File: config.mk
export PLATFORM = sky130hd
export DESIGN_NAME = medical_image_header_element_parser
export DESIGN_NICKNAME = d
export VERILOG_FILES = /design/src/rtl/mihp_pkg.sv /design/src/rtl/mihp_cfg.sv /design/src/rtl/mihp_step.sv /design/src/rtl/medical_image_header_element_parser.sv
export SDC_FILE = /design/constraint.sdc
export NUM_CORES = 1
export LEC_CHECK = 0
export BUFFER_PORTS_ARGS = -buffer_cell sky130_fd_sc_hd__buf_4
export CAP_MARGIN = 20
export CORE_ASPECT_RATIO = 1.1
export CORE_MARGIN = 10
export CORE_UTILIZATION = 45
export CTS_BUF_LIST = sky130_fd_sc_hd__clkbuf_8
export CTS_CLUSTER_DIAMETER = 120
export DETAILED_ROUTE_END_ITERATION = 8
export REMOVE_ABC_BUFFERS = 1
export SKIP_CTS_REPAIR_TIMING = 1
export SLEW_MARGIN = 20
export SYNTH_ARGS = -nofsm -noshare
export SYNTH_HDL_FRONTEND = slang
export SYNTH_SLANG_ARGS = --single-unit
File: constraint.sdc
create_clock -name clk -period 27.7 [get_ports clk]
set_input_delay 5.54 -clock clk [delete_from_list [all_inputs] [get_ports clk]]
set_output_delay 5.54 -clock clk [all_outputs]
set_load 0.05 [all_outputs]
File: src/rtl/mihp_pkg.sv
// Shared types and constants for the image header element parser.
package mihp_pkg;

  localparam int PREAMBLE_BYTES_DEF = 128;

  localparam int CFG_ADDR_W = 4;
  localparam int CFG_DATA_W = 32;

  localparam logic [1:0] REG_PASS_ALL      = 2'd0;
  localparam logic [1:0] REG_MATCH_GROUP   = 2'd1;
  localparam logic [1:0] REG_MATCH_ELEMENT = 2'd2;

  localparam logic [1:0] KIND_HEADER    = 2'd0;
  localparam logic [1:0] KIND_VALUE     = 2'd1;
  localparam logic [1:0] KIND_BAD_MAGIC = 2'd2;

  localparam logic [31:0] MAGIC_WORD   = 32'h4449_434D; // "DICM"
  localparam logic [31:0] UNDEF_LENGTH = 32'hFFFF_FFFF;
  localparam logic [15:0] VR_IMPLICIT  = 16'hFFFF;
  localparam logic [7:0]  GROUP_IMPL_HI = 8'hFF;
  localparam logic [15:0] VR_OB = 16'h4F42;
  localparam logic [15:0] VR_OW = 16'h4F57;
  localparam logic [15:0] VR_SQ = 16'h5351;
  localparam logic [15:0] VR_UN = 16'h554E;

  localparam int OUT_TDATA_W = 88;

  typedef struct packed {
    logic        pass_all;
    logic [15:0] match_group;
    logic [15:0] match_element;
  } mihp_cfg_t;

  typedef struct packed {
    logic [7:0] data_byte;
    logic       new_file;
  } mihp_in_t;

  typedef struct packed {
    logic        valid;
    logic [1:0]  kind;
    logic [15:0] tag_group;
    logic [15:0] tag_element;
    logic [15:0] vr_code;
    logic [31:0] value_length;
    logic [7:0]  value_byte;
    logic        last_value;
  } mihp_res_t;

  function automatic logic vr_is_long(input logic [15:0] vr);
    return (vr == VR_OB) || (vr == VR_OW) || (vr == VR_SQ) || (vr == VR_UN);
  endfunction

endpackage

File: src/rtl/mihp_cfg.sv
// APB register file: pass_all, match_group, match_element.
module mihp_cfg (
  input  logic                               clk,
  input  logic                               rst,
  input  logic                               psel,
  input  logic                               penable,
  input  logic                               pwrite,
  input  logic [mihp_pkg::CFG_ADDR_W-1:0]    paddr,
  input  logic [mihp_pkg::CFG_DATA_W-1:0]    pwdata,
  output logic [mihp_pkg::CFG_DATA_W-1:0]    prdata,
  output logic                               pready,
  output mihp_pkg::mihp_cfg_t                cfg
);
  import mihp_pkg::*;

  logic       wr_en;
  logic [1:0] reg_idx;

  assign pready  = 1'b1;
  assign reg_idx = paddr[3:2];
  assign wr_en   = psel && penable && pwrite && pready;

  always_ff @(posedge clk) begin
    if (rst) begin
      cfg.pass_all      <= 1'b1;
      cfg.match_group   <= 16'h0000;
      cfg.match_element <= 16'h0000;
    end else if (wr_en) begin
      case (reg_idx)
        REG_PASS_ALL:      cfg.pass_all      <= pwdata[0];
        REG_MATCH_GROUP:   cfg.match_group   <= pwdata[15:0];
        REG_MATCH_ELEMENT: cfg.match_element <= pwdata[15:0];
        default: ;
      endcase
    end
  end

  always_comb begin
    case (reg_idx)
      REG_PASS_ALL:      prdata = {31'b0, cfg.pass_all};
      REG_MATCH_GROUP:   prdata = {16'b0, cfg.match_group};
      REG_MATCH_ELEMENT: prdata = {16'b0, cfg.match_element};
      default:           prdata = '0;
    endcase
  end

endmodule

File: src/rtl/mihp_step.sv
// Parse state registers and the next-state and result logic, one byte per cycle while advance is high.
module mihp_step #(
  parameter int PREAMBLE_BYTES = mihp_pkg::PREAMBLE_BYTES_DEF
) (
  input  logic                clk,
  input  logic                rst,
  input  logic                advance,
  input  mihp_pkg::mihp_in_t  in_beat,
  input  mihp_pkg::mihp_cfg_t cfg,
  output mihp_pkg::mihp_res_t res
);
  import mihp_pkg::*;

  localparam logic [3:0] PH_PREAMBLE = 4'd0;
  localparam logic [3:0] PH_MAGIC    = 4'd1;
  localparam logic [3:0] PH_IDLE     = 4'd2;
  localparam logic [3:0] PH_GROUP    = 4'd3;
  localparam logic [3:0] PH_ELEMENT  = 4'd4;
  localparam logic [3:0] PH_VR       = 4'd5;
  localparam logic [3:0] PH_RESERVED = 4'd6;
  localparam logic [3:0] PH_LEN2     = 4'd7;
  localparam logic [3:0] PH_LEN4     = 4'd8;
  localparam logic [3:0] PH_VALUE    = 4'd9;
  localparam logic [3:0] PH_START = (PREAMBLE_BYTES == 0) ? PH_MAGIC : PH_PREAMBLE;
  localparam logic [31:0] PRE_LEN = 32'(PREAMBLE_BYTES);

  logic [3:0]  phase, phase_next;
  logic [31:0] byte_count, byte_count_next;
  logic [15:0] cur_group, cur_group_next;
  logic [15:0] cur_element, cur_element_next;
  logic [15:0] cur_vr, cur_vr_next;
  logic [31:0] cur_length, cur_length_next;
  logic        wanted, wanted_next;

  // state as seen by this beat, after a possible new-file restart
  logic [3:0]  ph;
  logic [31:0] cnt, cnt_inc, len4;
  logic [15:0] grp, ele, vr;
  logic [31:0] len;
  logic        want, last;
  logic [7:0]  b;

  always_comb begin
    b    = in_beat.data_byte;
    ph   = phase;
    cnt  = byte_count;
    grp  = cur_group;
    ele  = cur_element;
    vr   = cur_vr;
    len  = cur_length;
    want = wanted;
    if (in_beat.new_file) begin
      ph   = PH_START;
      cnt  = '0;
      grp  = '0;
      ele  = '0;
      vr   = '0;
      len  = '0;
      want = 1'b0;
    end
    cnt_inc = cnt + 32'd1;
    len4    = len;
    last    = 1'b0;

    phase_next       = ph;
    byte_count_next  = cnt;
    cur_group_next   = grp;
    cur_element_next = ele;
    cur_vr_next      = vr;
    cur_length_next  = len;
    wanted_next      = want;
    res              = '0;

    case (ph)
      PH_PREAMBLE: begin
        if (cnt_inc >= PRE_LEN) begin
          phase_next      = PH_MAGIC;
          byte_count_next = '0;
          cur_length_next = '0;
        end else begin
          byte_count_next = cnt_inc;
        end
      end
      PH_MAGIC: begin
        cur_length_next = {len[23:0], b};
        if (cnt_inc < 32'd4) begin
          byte_count_next = cnt_inc;
        end else begin
          byte_count_next = '0;
          if ({len[23:0], b} != MAGIC_WORD) begin
            phase_next       = PH_IDLE;
            cur_length_next  = '0;
            cur_group_next   = '0;
            cur_element_next = '0;
            cur_vr_next      = '0;
            res.valid        = 1'b1;
            res.kind         = KIND_BAD_MAGIC;
          end else begin
            cur_length_next = '0;
            phase_next      = PH_GROUP;
          end
        end
      end
      PH_GROUP: begin
        if (cnt == 32'd0) begin
          cur_group_next  = {8'h00, b};
          byte_count_next = 32'd1;
        end else begin
          cur_group_next  = {b, grp[7:0]};
          byte_count_next = '0;
          phase_next      = PH_ELEMENT;
        end
      end
      PH_ELEMENT: begin
        if (cnt == 32'd0) begin
          cur_element_next = {8'h00, b};
          byte_count_next  = 32'd1;
        end else begin
          cur_element_next = {b, ele[7:0]};
          byte_count_next  = '0;
          cur_length_next  = '0;
          if (grp[15:8] == GROUP_IMPL_HI) begin
            cur_vr_next = VR_IMPLICIT;
            phase_next  = PH_LEN4;
          end else begin
            phase_next  = PH_VR;
          end
        end
      end
      PH_VR: begin
        if (cnt == 32'd0) begin
          cur_vr_next     = {b, 8'h00};
          byte_count_next = 32'd1;
        end else begin
          cur_vr_next     = {vr[15:8], b};
          byte_count_next = '0;
          phase_next      = vr_is_long({vr[15:8], b}) ? PH_RESERVED : PH_LEN2;
        end
      end
      PH_RESERVED: begin
        if (cnt_inc >= 32'd2) begin
          byte_count_next = '0;
          phase_next      = PH_LEN4;
        end else begin
          byte_count_next = cnt_inc;
        end
      end
      PH_LEN2, PH_LEN4: begin
        if (ph == PH_LEN2) begin
          len4 = cnt[0] ? (len | {16'h0000, b, 8'h00}) : (len | {24'h000000, b});
        end else begin
          case (cnt[1:0])
            2'd0:    len4 = len | {24'h000000, b};
            2'd1:    len4 = len | {16'h0000, b, 8'h00};
            2'd2:    len4 = len | {8'h00, b, 16'h0000};
            default: len4 = len | {b, 24'h000000};
          endcase
        end
        cur_length_next = len4;
        if (cnt_inc < ((ph == PH_LEN2) ? 32'd2 : 32'd4)) begin
          byte_count_next = cnt_inc;
        end else begin
          if (ph == PH_LEN4 && len4 == UNDEF_LENGTH) begin
            len4 = '0;
          end
          cur_length_next = len4;
          wanted_next     = cfg.pass_all ||
                            (grp == cfg.match_group && ele == cfg.match_element);
          byte_count_next = '0;
          phase_next      = (len4 == 32'd0) ? PH_GROUP : PH_VALUE;
          res.valid        = 1'b1;
          res.kind         = KIND_HEADER;
          res.tag_group    = grp;
          res.tag_element  = ele;
          res.vr_code      = vr;
          res.value_length = len4;
        end
      end
      PH_VALUE: begin
        last = (cnt_inc >= len);
        if (last) begin
          phase_next      = PH_GROUP;
          byte_count_next = '0;
        end else begin
          byte_count_next = cnt_inc;
        end
        if (want) begin
          res.valid        = 1'b1;
          res.kind         = KIND_VALUE;
          res.tag_group    = grp;
          res.tag_element  = ele;
          res.vr_code      = vr;
          res.value_length = len;
          res.value_byte   = b;
          res.last_value   = last;
        end
      end
      default: ;
    endcase
  end

  always_ff @(posedge clk) begin
    if (rst) begin
      phase       <= PH_START;
      byte_count  <= '0;
      cur_group   <= '0;
      cur_element <= '0;
      cur_vr      <= '0;
      cur_length  <= '0;
      wanted      <= 1'b0;
    end else if (advance) begin
      phase       <= phase_next;
      byte_count  <= byte_count_next;
      cur_group   <= cur_group_next;
      cur_element <= cur_element_next;
      cur_vr      <= cur_vr_next;
      cur_length  <= cur_length_next;
      wanted      <= wanted_next;
    end
  end

endmodule

File: src/rtl/medical_image_header_element_parser.sv
// A byte accepted on the slave side passes the input register, then the output register,
// to the master side. Throughput: one byte per cycle; the parse step is combinational
// between the two, and a full input register holds its byte while a result waits.
// Reset (rst, synchronous): empties both registers, clears the parse state to the preamble
// phase (magic if PREAMBLE_BYTES = 0) and loads pass_all = 1, match_group = 0, match_element = 0.
module medical_image_header_element_parser #(
  parameter int PREAMBLE_BYTES = mihp_pkg::PREAMBLE_BYTES_DEF
) (
  input  logic                                 clk,
  input  logic                                 rst,
  input  logic                                 s_tvalid,
  output logic                                 s_tready,
  input  logic [7:0]                           s_tdata,   // data_byte
  input  logic [0:0]                           s_tuser,   // new_file
  output logic                                 m_tvalid,
  input  logic                                 m_tready,
  // tag_group, tag_element, vr_code, value_length, value_byte
  output logic [mihp_pkg::OUT_TDATA_W-1:0]     m_tdata,
  output logic [1:0]                           m_tuser,   // kind
  output logic                                 m_tlast,   // last_value
  input  logic                                 psel,
  input  logic                                 penable,
  input  logic                                 pwrite,
  input  logic [mihp_pkg::CFG_ADDR_W-1:0]      paddr,
  input  logic [mihp_pkg::CFG_DATA_W-1:0]      pwdata,
  output logic [mihp_pkg::CFG_DATA_W-1:0]      prdata,
  output logic                                 pready
);
  import mihp_pkg::*;

  mihp_cfg_t cfg;
  mihp_in_t  in_beat;
  mihp_res_t res;
  logic      in_vld;
  logic      advance;

  // parse the held beat when the output register is free or draining
  assign advance  = in_vld && (!m_tvalid || m_tready);
  assign s_tready = !in_vld || advance;

  always_ff @(posedge clk) begin
    if (rst) begin
      in_vld <= 1'b0;
    end else if (s_tready) begin
      in_vld <= s_tvalid;
    end
  end

  always_ff @(posedge clk) begin
    if (s_tready && s_tvalid) begin
      in_beat.data_byte <= s_tdata;
      in_beat.new_file  <= s_tuser[0];
    end
  end

  mihp_cfg u_cfg (
    .clk     (clk),
    .rst     (rst),
    .psel    (psel),
    .penable (penable),
    .pwrite  (pwrite),
    .paddr   (paddr),
    .pwdata  (pwdata),
    .prdata  (prdata),
    .pready  (pready),
    .cfg     (cfg)
  );

  mihp_step #(
    .PREAMBLE_BYTES (PREAMBLE_BYTES)
  ) u_step (
    .clk     (clk),
    .rst     (rst),
    .advance (advance),
    .in_beat (in_beat),
    .cfg     (cfg),
    .res     (res)
  );

  always_ff @(posedge clk) begin
    if (rst) begin
      m_tvalid <= 1'b0;
    end else if (advance) begin
      m_tvalid <= res.valid;
    end else if (m_tready) begin
      m_tvalid <= 1'b0;
    end
  end

  always_ff @(posedge clk) begin
    if (advance && res.valid) begin
      m_tdata <= {res.value_byte, res.value_length, res.vr_code,
                  res.tag_element, res.tag_group};
      m_tuser <= res.kind;
      m_tlast <= res.last_value;
    end
  end

  a_hold_when_full: assert property (@(posedge clk) disable iff (rst)
    (in_vld && m_tvalid && !m_tready) |-> !s_tready)
    else $error("input register overwritten while output stalled");

  a_bad_magic_clean: assert property (@(posedge clk) disable iff (rst)
    (m_tvalid && m_tuser == KIND_BAD_MAGIC) |-> (m_tdata == '0 && !m_tlast))
    else $error("bad magic beat carries element fields");

  a_header_not_last: assert property (@(posedge clk) disable iff (rst)
    (m_tvalid && m_tuser == KIND_HEADER) |-> (!m_tlast && m_tdata[87:80] == 8'h00))
    else $error("header beat carries value byte fields");

  a_no_result_without_beat: assert property (@(posedge clk) disable iff (rst)
    (!m_tvalid && !advance) |=> !m_tvalid)
    else $error("result appeared without a parsed byte");

endmodule
Word-level counts from Yosys, hierarchy flattened. Index checks and enable logic that the tools add are counted.

Register bits after elaboration: 252. Output and inout bits: 126. Bits of input ports: 52. Word-level logic and storage cells: 141.

Mux-type cells: 65. Bitwise gates (word level): 4. $lt $le $gt $ge: 5. Equal/unequal tests: 21. Add/sub/neg operators: 1. Reductions and logical operators: 27.

Operator list (count): 32-bit 2-to-1 mux (17); 16-bit 2-to-1 mux (14); 32-bit one-hot mux with 6 select lines (1); 80-bit one-hot mux with 2 select lines (1); 32-bit one-hot mux with 4 select lines (1); 16-bit one-hot mux with 3 select lines (2); 32-bit one-hot mux with 3 select lines (1); 92-bit 2-to-1 mux (1); 83-bit 2-to-1 mux (1); 16-bit by 15-bit == test with 1-bit output, second input constant (4); 32-bit logical NOT (2); 16-bit one-hot mux with 2 select lines (2); 4-bit 2-to-1 mux (11); 32-bit by 1-bit adder with 32-bit output, second input constant (1); 16-bit == test (2); 32-bit == test, second input constant (1); 32-bit by 2-bit >= comparator with 1-bit output, second input constant (1); 32-bit >= comparator (1); 32-bit by 8-bit >= comparator with 1-bit output, second input constant (1); 32-bit by 3-bit < comparator with 1-bit output, second input constant (1); 32-bit < comparator (1); 32-bit by 31-bit != test with 1-bit output, second input constant (1); 32-bit by 16-bit OR with 32-bit output (1); 32-bit by 24-bit OR with 32-bit output (1); other kinds (22) (53).

Depth between registers and ports, before layout. Gate-level depths: netlist (run 1).

Depth in word-level cells: 14. Gate-level depth with buffers: 31. Gate-level depth less buffers: 23.

Hierarchy. From an unflattened synthesis (run 1), not the netlist that was laid out.

Cell total of the unflattened synthesis: 1696. Area, all modules: 14929.3 µm².

By module, submodules not included: mihp_step (seq. area each 2342.2 µm², area an instance 10112.2 µm², instances 1, cells each 1412); medical_image_header_element_parser (seq. area each 3042.9 µm², area an instance 3105.5 µm², instances 1, cells each 111); mihp_cfg (seq. area each 660.6 µm², area an instance 1711.6 µm², instances 1, cells each 173).

Worst setup path before layout (run 1). OpenSTA, ideal clock, no wires.

Path kind: input to output. From: input paddr[3] in the netlist's numbering. To: output prdata[0] in the netlist's numbering. Required time: 22.160 ns. Stages: 5. Data arrival time: 6.765 ns. Path slack: 15.395 ns. Buffers on the path: 2. Cell sequence: nor2b_1 > clkbuf_1 > clkbuf_1 > nand2_1 > o21ai_0.

Word-level cells in the longest chain between the ends: 2. Elaborated cells on any way between the ends: 4. Those cells by class: eq/ne (2); mux (1); reduce/logical (1).

Ends and longest elaborated chain: from (decl) (line medical_image_header_element_parser.sv:24) `input logic [mihp_pkg::CFG_ADDR_W-1:0] paddr,`; 2-bit == test, or another cell as far along (line mihp_cfg.sv:39) `case (reg_idx)`; 16-bit one-hot mux with 3 select lines * (line mihp_cfg.sv:39); to (decl) (line medical_image_header_element_parser.sv:26) `output logic [mihp_pkg::CFG_DATA_W-1:0] prdata,`.

Mark *: on every way between the ends. The rest lies on a longest branch, timed or not.

Worst setup path after layout (run 1).
From: input paddr[2] in the netlist's numbering. To: output prdata[10] in the netlist's numbering.

Same word-level chain as after synthesis.

==> results of run 1 <==
-- power by group through the flow --
| stage | Combinational, mW | Clock, mW | Sequential [mW] |
|---|---|---|---|
| after floorplan | 0.0502 | 0 | 0.405 |
| after CTS | 0.0902 | 0.356 | 0.395 |
| after global routing | 0.0988 | 0.374 | 0.396 |
| after detailed placement | 0.0898 | 0 | 0.403 |
| after global placement | 0.0893 | 0 | 0.403 |
| final | 0.0919 | 0.349 | 0.395 |
-- cell families (layout without fill, tap and decap cells) --
family | after synthesis | in the layout
and+or+nand+nor | 686 | 686
xor gates and xnor gates | 44 | 44
buffers and inverters | 179 | 280
DFF | 252 | 252
other | 2 | 17
adders and majority gates | 35 | 35
muxes | 8 | 8
AOI/OAI and AO/OA | 501 | 501
-- critical path, stage by stage --
cell	delay, ns
buf_4	0.14
nor2b_1	0.13
buf_4	0.20
a22o_1	0.27
buf_4	0.19
-- sequential cells by signal (all words and copies together), names as in the netlist --
name / cells
u_step.cur_group: 16
in_beat: 9
in_vld: 1
u_cfg.cfg: 33
u_step.cur_vr: 16
u_step.phase: 4
m_tdata: 88
u_step.wanted: 1
m_tvalid: 1
m_tlast: 1
u_step.cur_element: 16
u_step.byte_count: 32
u_step.cur_length: 32
m_tuser: 2
-- layout by cell type, fill, tap and decap left out, types with 7 or more instances in the layout --
master,netlist,layout
o22ai_1,7,7
o31ai_1,7,7
a211oi_1,11,11
a311oi_1,11,11
dfxtp_1,152,152
o32ai_1,18,18
a221oi_1,20,20
nand3_1,48,48
conb_1,2,17
nand2_1,190,190
or4_1,8,8
buf_4,17,175
mux2i_1,7,7
clkbuf_8,0,50
a22oi_1,18,18
and3_1,11,11
a21o_1,12,12
xnor2_1,31,31
o211ai_1,14,14
a32oi_1,9,9
nand4_1,25,25
or3_1,14,14
clkinv_1,0,10
a31oi_1,20,20
and2_1,15,15
a21oi_1,122,121
a22o_1,116,116
edfxtp_1,100,100
clkinv_2,0,7
inv_1,23,30
o21ai_0,66,66
nor2b_1,56,55
ha_1,35,35
nor4_1,31,31
nor2_1,150,150
nand3b_1,9,9
nor3_1,57,56
nor4bb_1,17,16
xor2_1,13,13
nand2b_1,21,21
-- layout make-up --
class	instances	area [sq um]	area share, %
multi-input combinational	1291	8050	47.6
sequential	252	6050	35.7
timing repair buffer	175	1310	7.77
clock buffer	50	688	4.07
tap	426	533	3.15
clock inverter	31	198	1.17
inverter	24	90.1	0.532
-- worst max-delay path by stage --
stage / startpoint / to / slack [ns] / depth (start not counted)
6_report: paddr[2] / prdata[10] / 15.68 / 5
5_1_grt: paddr[3] / prdata[10] / 15.65 / 5
4_1_cts: paddr[2] / prdata[10] / 15.68 / 5
2_1_floorplan: paddr[3] / prdata[0] / 15.36 / 3
3_3_place_gp: paddr[2] / prdata[10] / 15.69 / 5
3_5_place_dp: paddr[2] / prdata[10] / 15.68 / 5
-- layer usage --
metal | wire [um] | up-vias | global-route usage (%)
met5 | 0 | - | 0
met4 | 1520 | 0 | 8.32
met3 | 3500 | 117 | 4.31
met2 | 24100 | 617 | 39.7
met1 | 20500 | 6704 | 29.4
li1 | - | 6542 | -
==> summary.txt, run 1 <==
Yosys
  – Largest area contributor in the netlist: dfxtp_1
  – Commonest cells in the netlist: nand2_1, dfxtp_1, nor2_1
  – Sequential share of the synthesized area: 40.9%
  – Post-synth top area share: approximately a fifth
  – Simple-gate share of the synthesized area: a little under a quarter
  – Synth warn: 0
  – Seq cells post-synth: roughly 250
  – Synth cell types: between 70 and 80
  – Syn Inst Count: approximately 1700
  – Synth Area in XOR/XNOR: approximately 2.6%
  – Syn_area_per_cell: 8.65 sq um
  – Synth Cell Area: roughly 0.015 sq mm
  – Top-count cell post-synth: nand2_1
  – Async set or reset register ratio after synthesis: 0%
  – Largest family of logic cells by synthesized area: compound AO/OA/AOI/OAI gates
  – Multiplexer share of the synthesized area: less than 1%
  – Synth Area in Compound Gates: 23.9%
  – EDFF count, synth: 100
  – Synth area leaders: dfxtp_1, edfxtp_1, a22o_1, nand2_1, a21oi_1
  – Most frequently used flop master after synthesis: dfxtp_1
  – Adder-Cell Fraction of Synth Area: under 10%

Setup path
  – Worst-path fanout max: 16
  – R2R Setup Slk: around 21 ns
  – Startpoint types: input pin
  – Crit path arrival time: around 6.5 ns
  – Worst r2r dst: u_step.cur_element[12]
  – FF-to-FF path depth: 17
  – Worst setup EP type: output pin
  – Crit path kind: in -> out
  – Worst EP required: approximately 22 ns
  – Crit Reg-Reg Startpoint: in_beat[0]

Detailed routing
  – Vias: 13980
  – Routed WL per cell: 22.1 um
  – Post-route ant nets: 0
  – Pre-antenna DRT Iters: 6
  – Routed Wire Length: 49600 um
  – DR vias/cell: approximately 6.2
  – Initial DRC count: 1303
  – DRC: 0

Global route
  – First-pass GRT wire length: between 70000 and 80000 um
  – Tot GR Track Use: 23.5%
  – Vias in the first global route: 13317
  – Initial antenna violation count: 0
  – Largest net degree at the start of global routing: between 70 and 80
  – Total gr overflow: 0

Power
  – Pwr Density: 49.4 mW/mm^2
  – Net load switching power: 0.237 mW
  – Power Total: between 0.8 and 0.9 mW
  – Pleak: about 6.0 nW
  – Flop pwr share: a little under half
  – Cell Int Power: approximately 0.6 mW
  – Clock power frac: 41.7%
  – Combinational Power Share: between 10% and 20%
  – Switching share of power: 28.3%
  – Peak supply drop: 0.0313 mV

Timing
  – Ratio of final minimum period to clock period: a little over two fifths
  – Maximum clock frequency: approximately 83 MHz
  – Final setup vio count: 0
  – RSZ-0062 raised after global routing: false
  – Hold slack: slightly below 0.5 ns
  – Fin. Hold Viols: 0
  – Slew Viols, Final: 0
  – Worst Max-Slew Pin Slew: between 0.9 and 1 ns
  – Setup ws final: ~16 ns
  – Final setup skew: around 0.027 ns
  – Setup tns final: 0 ns
  – Crit path time final: ~12 ns
  – Slew HR: 37.1%

Floorplan
  – Row count: just under 70
  – Io pins: 178
  – Die width: approximately 190 um
  – Initial Util: 45.6%
  – Core area: 0.0324 sq mm
  – Die ar.: 0.0405 sq mm
  – Die Span Y: approximately 210 um

Clock network
  – CTS sink count: 252
  – Bufs on Longest Clock Path: 3
  – Clock latency on the worst-skew pair: about 0.59 ns
  – Htree depth: 2
  – CTS buffer count: 44
  – Root Driver: clkbuf_8
  – TritonCTS clock tree: done
  – CTS clock-pin slew for the worst setup and hold paths: around 0.060 ns

Finish
  – Ratio of cells with drive above 1 in the final layout: about 15%
  – Post-Layout Cell Count: roughly 2200
  – Final core occ: between 50 and 60%
  – Fill count: approximately 3000
  – ANT cells: 0
  – NumNets Final: between 1500 and 2000
  – Area Growth Syn to Fin: 14.5%
  – Final std cell area, no fill: 0.0169 sq mm

Placement
  – Placed Cells: 2168
  – Placed Area: 0.0160 sq mm
  – Placer Congestion: ~0.96
  – Port Buffers: around 140
  – Dpl hpwl: roughly 34000 um
  – Dpl ws: roughly 16 ns

Hold path
  – Worst Hold Class: reg -> reg
  – Hold depth: 2
  – Hold Path End: u_step.cur_vr[6]
  – Hold_sp: u_step.cur_vr[6]

Flow run
  – Max-capacitance violation count: 0

Status
  – Status: finished, final reports clean
Power figures use the tool's default switching activity.
==> run 2, diff against run 1 <==
--- a/config.mk
+++ b/config.mk
@@ -5,6 +5,7 @@
 export SDC_FILE = /design/constraint.sdc
 export NUM_CORES = 1
 export LEC_CHECK = 0
+export ABC_AREA = 1
 export BUFFER_PORTS_ARGS = -buffer_cell sky130_fd_sc_hd__buf_4
 export CAP_MARGIN = 20
 export CORE_ASPECT_RATIO = 1.1
@@ -13,6 +14,7 @@
 export CTS_BUF_LIST = sky130_fd_sc_hd__clkbuf_8
 export CTS_CLUSTER_DIAMETER = 120
 export DETAILED_ROUTE_END_ITERATION = 8
+export PLACE_DENSITY = 0.66
 export REMOVE_ABC_BUFFERS = 1
 export SKIP_CTS_REPAIR_TIMING = 1
 export SLEW_MARGIN = 20
==> constraint.sdc (replaced) <==
create_clock -name clk -period 9.85 [get_ports clk]
set_input_delay 1.97 -clock clk [delete_from_list [all_inputs] [get_ports clk]]
set_output_delay 1.97 -clock clk [all_outputs]
set_load 0.05 [all_outputs]
==> run 2 against run 1 <==
  * Area after synthesis rose by 9.5%
  * Clock power grew to 2.8 times the previous value
  * Non-clock buffer count down 15
  * Die area is 8.5% higher
  * Sequential cell count did not move
  * Final area grew 7.6%
  * Clock skew grew 0.014 ns
  * Routed wire length increased by 23%
  * Via count rose by 22%
  * Power increased to 3.1 times the previous value
  * Register-to-register slack got worse by 17 ns
  * Critical endpoint is now m_tdata[56]
  * Largest cell class unchanged
  * Largest power group unchanged
  * Highest routed layer unchanged
==> summary.txt, run 2 <==
Yosys
  – Async set or reset register ratio after synthesis: 0% (unchanged)
  – Synth Cell Area: 0.0162 sq mm (was 0.0148 sq mm)
  – Sequential share of the synthesized area: 37.4% (was 40.9%)
  – Largest area contributor in the netlist: dfxtp_1 (unchanged)
  – Most frequently used flop master after synthesis: dfxtp_1 (unchanged)
  – EDFF count, synth: 100 (unchanged)
  – Syn Inst Count: 2311 (was 1707)
  – Seq cells post-synth: 252 (unchanged)
  – Top-count cell post-synth: nand2_1 (unchanged)
  – Synth area leaders: dfxtp_1, edfxtp_1, nand2_1, inv_1, nand3_1 (was dfxtp_1, edfxtp_1, a22o_1, nand2_1, a21oi_1)
  – Synth warn: 0 (unchanged)
  – Synth cell types: 60 (was 77)
  – Commonest cells in the netlist: nand2_1, inv_1, nor2_1 (was nand2_1, dfxtp_1, nor2_1)
  – Post-synth top area share: 18.8% (was 20.6%)
  – Syn_area_per_cell: 7.00 sq um (was 8.65 sq um)

Clock network
  – Root Driver: clkbuf_8 (unchanged)
  – CTS buffer count: 45 (was 44)
  – CTS sink count: 252 (unchanged)
  – Htree depth: 2 (unchanged)
  – CTS clock-pin slew for the worst setup and hold paths: 0.06 ns (about the same)
  – Bufs on Longest Clock Path: 3 (unchanged)
  – TritonCTS clock tree: done (unchanged)
  – Clock latency on the worst-skew pair: 0.62 ns (was 0.59 ns)

Setup path
  – Crit path kind: reg -> reg (was in -> out)
  – Crit path arrival time: 6.44 ns (was 6.48 ns)
  – Worst setup EP type: register (was output pin)
  – Worst-path fanout max: 49 (was 16)
  – Startpoint types: register (was input pin)
  – Cell mode on critical path: nand2_1 (was buf_4)
  – Crit path max-delay cell type: buf_4 (was a22o_1)
  – Worst EP required: 10.08 ns (was 22.16 ns)
  – Max incr delay on CP: 0.59 ns (was 0.27 ns)

Floorplan
  – Row count: 72 (was 69)
  – Core area: 0.0353 sq mm (was 0.0324 sq mm)
  – Initial Util: 45.8% (was 45.6%)
  – Die width: 201 um (was 193 um)
  – Die ar.: 0.0439 sq mm (was 0.0405 sq mm)
  – Io pins: 178 (unchanged)
  – Die Span Y: 219 um (was 210 um)

Global route
  – First-pass GRT wire length: 93600 um (was 76800 um)
  – Initial antenna violation count: 0 (unchanged)
  – Total gr overflow: 0 (unchanged)
  – Largest net degree at the start of global routing: 95 (was 76)
  – Tot GR Track Use: 26.5% (was 23.5%)
  – Vias in the first global route: 16251 (was 13317)

Finish
  – Max reg flops: 88 (unchanged)
  – Area Growth Syn to Fin: 12.6% (was 14.5%)
  – Final core occ: 51.6% (was 52.3%)
  – Most frequent cells in the layout: nand2_1, inv_1, nor2_1, nand3_1, o21ai_0 (was nand2_1, buf_4, dfxtp_1, nor2_1, a21oi_1)
  – ANT cells: 0 (unchanged)
  – Top Registers: m_tdata (88), u_cfg.cfg (33) (unchanged)
  – Fill count: 3588 (was 3015)
  – Most common cell after layout, fill and taps aside: nand2_1 (unchanged)
  – Most flops, register: m_tdata (unchanged)
  – Ratio of cells with drive above 1 in the final layout: 11.4% (was 14.6%)
  – Post-Layout Cell Count: 2910 (was 2249)
  – NumNets Final: 2479 (was 1875)

Timing
  – Final setup vio count: 0 (unchanged)
  – Worst Max-Slew Pin Slew: 1.17 ns (was 0.935 ns)
  – Fin. Hold Viols: 0 (unchanged)
  – Setup tns final: 0 ns (unchanged)
  – Slew Viols, Final: 0 (unchanged)
  – Hold slack: 0.466 ns (was 0.487 ns)
  – Slew HR: 21.7% (was 37.1%)
  – Maximum clock frequency: between 150 and 200 MHz
  – RSZ-0062 raised after global routing: false (unchanged)
  – Final setup skew: 0.0411 ns (was 0.0266 ns)
  – Crit path time final: a little over 6 ns
  – Ratio of final minimum period to clock period: roughly 63%

Status
  – Status: finished, final reports clean (unchanged)

Flow run
  – Max-capacitance violation count: 0 (unchanged)

Power
  – Pleak: 7.34 nW (was 6.02 nW)
  – Peak supply drop: 0.134 mV (was 0.0313 mV)
  – Pwr Density: 143 mW/mm^2 (was 49.4 mW/mm^2)

Placement
  – Placer Congestion: 0.973 (was 0.956)
  – Port Buffers: 142 (unchanged)
  – Dpl hpwl: 43400 um (was 33900 um)
  – Placed Cells: 2826 (was 2168)

Detailed routing
  – Pre-antenna DRT Iters: 6 (unchanged)
  – Vias: 17044 (was 13980)
  – Met2 WL post-DR: 28900 um (was 24100 um)
  – Met3 WL post-DR: 5020 um (was 3500 um)
  – Routed Wire Length: 61100 um (was 49600 um)
  – Initial DRC count: 1775 (was 1303)
  – DRC: 0 (unchanged)
  – Routed WL per cell: 21.0 um (was 22.1 um)
  – Post-route ant nets: 0 (unchanged)
  – DR vias/cell: 5.86 (was 6.22)
  – DR top layer: met4 (unchanged)
  – Post-Route M1 WL: 24500 um (was 20500 um)

Hold path
  – Worst Hold Class: reg -> reg (unchanged)
==> run 2: changes by cell type after synthesis, moves of 96 or more <==
cell,delta
a22o_1,-116
o21ai_0,+130
nand2_1,+286
nor2_1,+96
nand3_1,+148
inv_1,+250
==> run 2: per-layer routing <==
layer	vias to the layer above	GRT usage (%)
met5	-	0
met4	0	12.1
met3	175	4.86
met2	832	44.6
met1	8042	32.7
li1	7995	-
==> run 2: final cells by class <==
type                       count  area (sq um)  area share [%]
multi-input combinational   1645          8380            46.0
clock buffer                  47           647            3.55
clock inverter                37           235            1.29
timing repair buffer         160          1200            6.60
inverter                     288          1090            6.01
tap                          481           602            3.31
sequential                   252          6050            33.2
==> run 2: critical path, delay by kind of cell, from the launching register on <==
kind | cells | cell delay (ns)
compound gates | 1 | 0.16
fa+ha+maj | 1 | 0.36
buf+inv | 8 | 2.55
flops | 1 | 0.36
simple gates | 15 | 2.23
==> run 2: logic make-up after synthesis <==
| logic type | synth area share [%] |
|---|---|
| buf+inv | 11.2 |
| flops | 37.4 |
| simple gates | 27.4 |
| compound gates | 19.4 |
| fa+ha+maj | 2.71 |
| xor+xnor | 1.84 |
| other cells | 0.0464 |
==> run 2: metrics by stage <==
step	power, mW	setup WS, ns	instance area, sq um
after floorplan	1.47	2.07	15500
after global placement	1.62	3.72	17300
after detailed placement	1.63	3.63	17300
after CTS	2.61	3.61	18200
after global routing	2.71	3.08	18200
final	2.60	3.64	18200
==> run 2: path summary, 6_finish.rpt <==
check	from	to	slack, ns	cells past startpoint
min	u_step.cur_vr[5]	u_step.cur_vr[5]	0.47	2
max reg2reg	in_beat[0]	m_tdata[56]	3.64	25
min reg2reg	u_step.cur_vr[5]	u_step.cur_vr[5]	0.47	2
max	in_beat[0]	m_tdata[56]	3.64	25
==> run 2: report_power, final <==
group	total [mW]	switching [mW]	internal, mW
logic	0.461	0.342	0.119
clock network	0.986	0.482	0.504
registers	1.16	0.0348	1.12
total	2.60	0.859	1.74
==> run 3, diff against run 2 <==
--- a/config.mk
+++ b/config.mk
@@ -5,7 +5,7 @@
 export SDC_FILE = /design/constraint.sdc
 export NUM_CORES = 1
 export LEC_CHECK = 0
-export ABC_AREA = 1
+export ABC_AREA = 0
 export BUFFER_PORTS_ARGS = -buffer_cell sky130_fd_sc_hd__buf_4
 export CAP_MARGIN = 20
 export CORE_ASPECT_RATIO = 1.1
@@ -14,7 +14,7 @@
 export CTS_BUF_LIST = sky130_fd_sc_hd__clkbuf_8
 export CTS_CLUSTER_DIAMETER = 120
 export DETAILED_ROUTE_END_ITERATION = 8
-export PLACE_DENSITY = 0.66
+export PLACE_DENSITY = 0.67
 export REMOVE_ABC_BUFFERS = 1
 export SKIP_CTS_REPAIR_TIMING = 1
 export SLEW_MARGIN = 20
==> constraint.sdc (replaced) <==
create_clock -name clk -period 5.2 [get_ports clk]
set_input_delay 1.04 -clock clk [delete_from_list [all_inputs] [get_ports clk]]
set_output_delay 1.04 -clock clk [all_outputs]
set_load 0.05 [all_outputs]
==> run 3 against run 2 <==
  * Die area fell by 7.8%
  * Clock skew decreased by 0.025 ns
  * Register-to-register slack got worse by 3.3 ns
  * Setup slack worse by 3.3 ns
  * Combinational power up 9.1%
  * Via count fell by 16%
  * Fmax grew 27%
  * Clock power up 90%
  * Cell count decreased by 22%
  * Sequential share of layout area up 1.9 points
  * Sequential cell count stayed put
==> summary.txt, run 3 (same netlist as run 1, synthesis figures left out) <==
Global route
  – First-pass GRT wire length: 77700 um (was 93600 um)
  – Initial antenna violation count: 0 (unchanged)
  – Largest net degree at the start of global routing: 92 (was 95)
  – Vias in the first global route: 13699 (was 16251)
  – Tot GR Track Use: 23.6% (was 26.5%)
  – Total gr overflow: 0 (unchanged)

Setup path
  – Crit Reg-Reg Startpoint: in_beat[0] (unchanged)
  – FF-to-FF path depth: 21 (was 25)
  – Worst r2r dst: u_step.byte_count[27] (was m_tdata[56])
  – Crit path kind: reg -> reg (unchanged)
  – Worst-path fanout max: 26 (was 49)
  – Worst EP required: 5.72 ns (was 10.08 ns)
  – Crit path arrival time: 5.42 ns (was 6.44 ns)
  – Worst setup EP type: register (unchanged)
  – Startpoint types: register (unchanged)
  – R2R Setup Slk: 0.30 ns (was 3.64 ns)

Detailed routing
  – DRC: 0 (unchanged)
  – DR vias/cell: 6.28 (was 5.86)
  – Routed WL per cell: 21.8 um (was 21.0 um)
  – Initial DRC count: 1461 (was 1775)
  – Vias: 14290 (was 17044)
  – Routed Wire Length: 49700 um (was 61100 um)
  – Post-route ant nets: 0 (unchanged)
  – Pre-antenna DRT Iters: 5 (was 6)

Hold path
  – Hold depth: 2 (unchanged)
  – Worst Hold Class: reg -> reg (unchanged)
  – Hold Path End: u_step.cur_vr[3] (was u_step.cur_vr[5])
  – Hold_sp: u_step.cur_vr[3] (was u_step.cur_vr[5])

Finish
  – Post-Layout Cell Count: 2275 (was 2910)
  – NumNets Final: 1902 (was 2479)
  – Max reg flops: 88 (unchanged)
  – Top Registers: m_tdata (88), u_cfg.cfg (33) (unchanged)
  – Most flops, register: m_tdata (unchanged)
  – Area Growth Syn to Fin: 16.7% (was 12.6%)
  – Most frequent cells in the layout: buf_4, nand2_1, dfxtp_1, nor2_1, a21oi_1 (was nand2_1, inv_1, nor2_1, nand3_1, o21ai_0)
  – Ratio of cells with drive above 1 in the final layout: 16.0% (was 11.4%)
  – Most common cell after layout, fill and taps aside: buf_4 (was nand2_1)
  – ANT cells: 0 (unchanged)

Placement
  – Dpl hpwl: 34800 um (was 43400 um)
  – Dpl ws: 0.424 ns (was 3.63 ns)
  – Port Buffers: 142 (unchanged)
  – Placer Congestion: 0.962 (was 0.973)
  – Placed Cells: 2196 (was 2826)

Timing
  – Maximum clock frequency: 204 MHz (was 161 MHz)
  – Ratio of final minimum period to clock period: 94.2% (was 63.0%)
  – Crit path time final: 4.90 ns (was 6.21 ns)
  – Fin. Hold Viols: 0 (unchanged)
  – Final setup skew: 0.0162 ns (was 0.0411 ns)
  – Setup tns final: 0 ns (unchanged)
  – Setup ws final: 0.302 ns (was 3.64 ns)
  – Slew Viols, Final: 0 (unchanged)
  – Hold slack: 0.487 ns (was 0.466 ns)
  – RSZ-0062 raised after global routing: false (unchanged)
  – Slew HR: 38.0% (was 21.7%)
  – Final setup vio count: 0 (unchanged)
  – Worst Max-Slew Pin Slew: 0.922 ns (was 1.17 ns)

Clock network
  – Htree depth: 2 (unchanged)
  – CTS clock-pin slew for the worst setup and hold paths: 0.07 ns (was 0.06 ns)
  – CTS sink count: 252 (unchanged)
  – TritonCTS clock tree: done (unchanged)
  – Clock latency on the worst-skew pair: 0.58 ns (was 0.62 ns)
  – CTS buffer count: 43 (was 45)
  – Root Driver: clkbuf_8 (unchanged)
  – Bufs on Longest Clock Path: 3 (unchanged)

Floorplan
  – Die ar.: 0.0405 sq mm (was 0.0439 sq mm)
  – Core area: 0.0324 sq mm (was 0.0353 sq mm)
  – Initial Util: 45.6% (was 45.8%)
  – Die width: 193 um (was 201 um)
  – Die Span Y: 210 um (was 219 um)
  – Io pins: 178 (unchanged)
  – Row count: 69 (was 72)

Flow run
  – Max-capacitance violation count: 0 (unchanged)

Power
  – Peak supply drop: 0.185 mV (was 0.134 mV)
  – Power Total: 4.49 mW (was 2.60 mW)
  – Pwr Density: 260 mW/mm^2 (was 143 mW/mm^2)
  – Pleak: 6.21 nW (was 7.34 nW)

Status
  – Status: finished, final reports clean (unchanged)
-- run 3: changes by cell type in the layout (fill, tap and decap cells not counted), moves of 55 or more --
cell	change
nor2b_1	+55
nand3_1	-148
a22o_1	+116
inv_1	-252
nor2_1	-95
nand2_1	-285
o21ai_0	-130
-- run 3: area by class of cell --
cell class | count | area (sq um)
clock buffers | 52 | 716
clock inverters | 27 | 179
fillers | 3020 | 15100
inverters | 24 | 90.1
multi-input cells | 1291 | 8060
flip-flops and latches | 252 | 6050
well taps | 426 | 533
repair buffers | 203 | 1610
-- run 3: where the power goes --
part           total (mW)  switching (mW)  internal (mW)
Sequential           2.11          0.0456           2.07
Combinational       0.503           0.348          0.156
Clock                1.87           0.862           1.01
Total                4.49            1.26           3.23
-- run 3: critical path, stage by stage (launching register included) --
cell      delay [ns]
edfxtp_1        0.54
inv_2           0.14
nand2_1         0.08
inv_1           0.08
ha_1            0.17
nand2b_1        0.12
or4_4           0.47
or4_1           0.52
a21oi_1         0.28
ha_1            0.30
nand2_1         0.07
o21ai_0         0.12
nand2b_1        0.09
nand2_1         0.05
or3_1           0.38
nor3_1          0.22
a21o_1          0.23
a21o_1          0.15
or3_1           0.24
nor2b_4         0.22
buf_12          0.19
a22o_1          0.15
-- run 3: metal layers --
metal  routed length [um]  share of wire, %  track usage [%]
met5                    0                 0                0
met4                 1820               3.7             8.88
met3                 4200               8.5             4.16
met2                23400                47             38.5
met1                20300                41             30.5
-- run 3: worst max path at each step --
stage | startpoint | to | slack (ns)
floorplan | in_beat[0] | m_tdata[0] | -5.61
CTS | in_beat[0] | u_step.byte_count[27] | 0.34
detailed placement | in_beat[0] | u_step.byte_count[27] | 0.42
global route | in_beat[0] | u_step.byte_count[3] | 0.03
global placement | in_beat[0] | u_step.byte_count[21] | 0.42
finish | in_beat[0] | u_step.byte_count[27] | 0.30
-- run 3: per-stage QoR --
step	util, %	instance area, sq um
final	53.2	17200
after floorplan	-	14100
after detailed placement	50.5	16300
after CTS	53.2	17200
after global routing	53.2	17200
after global placement	50.4	16300
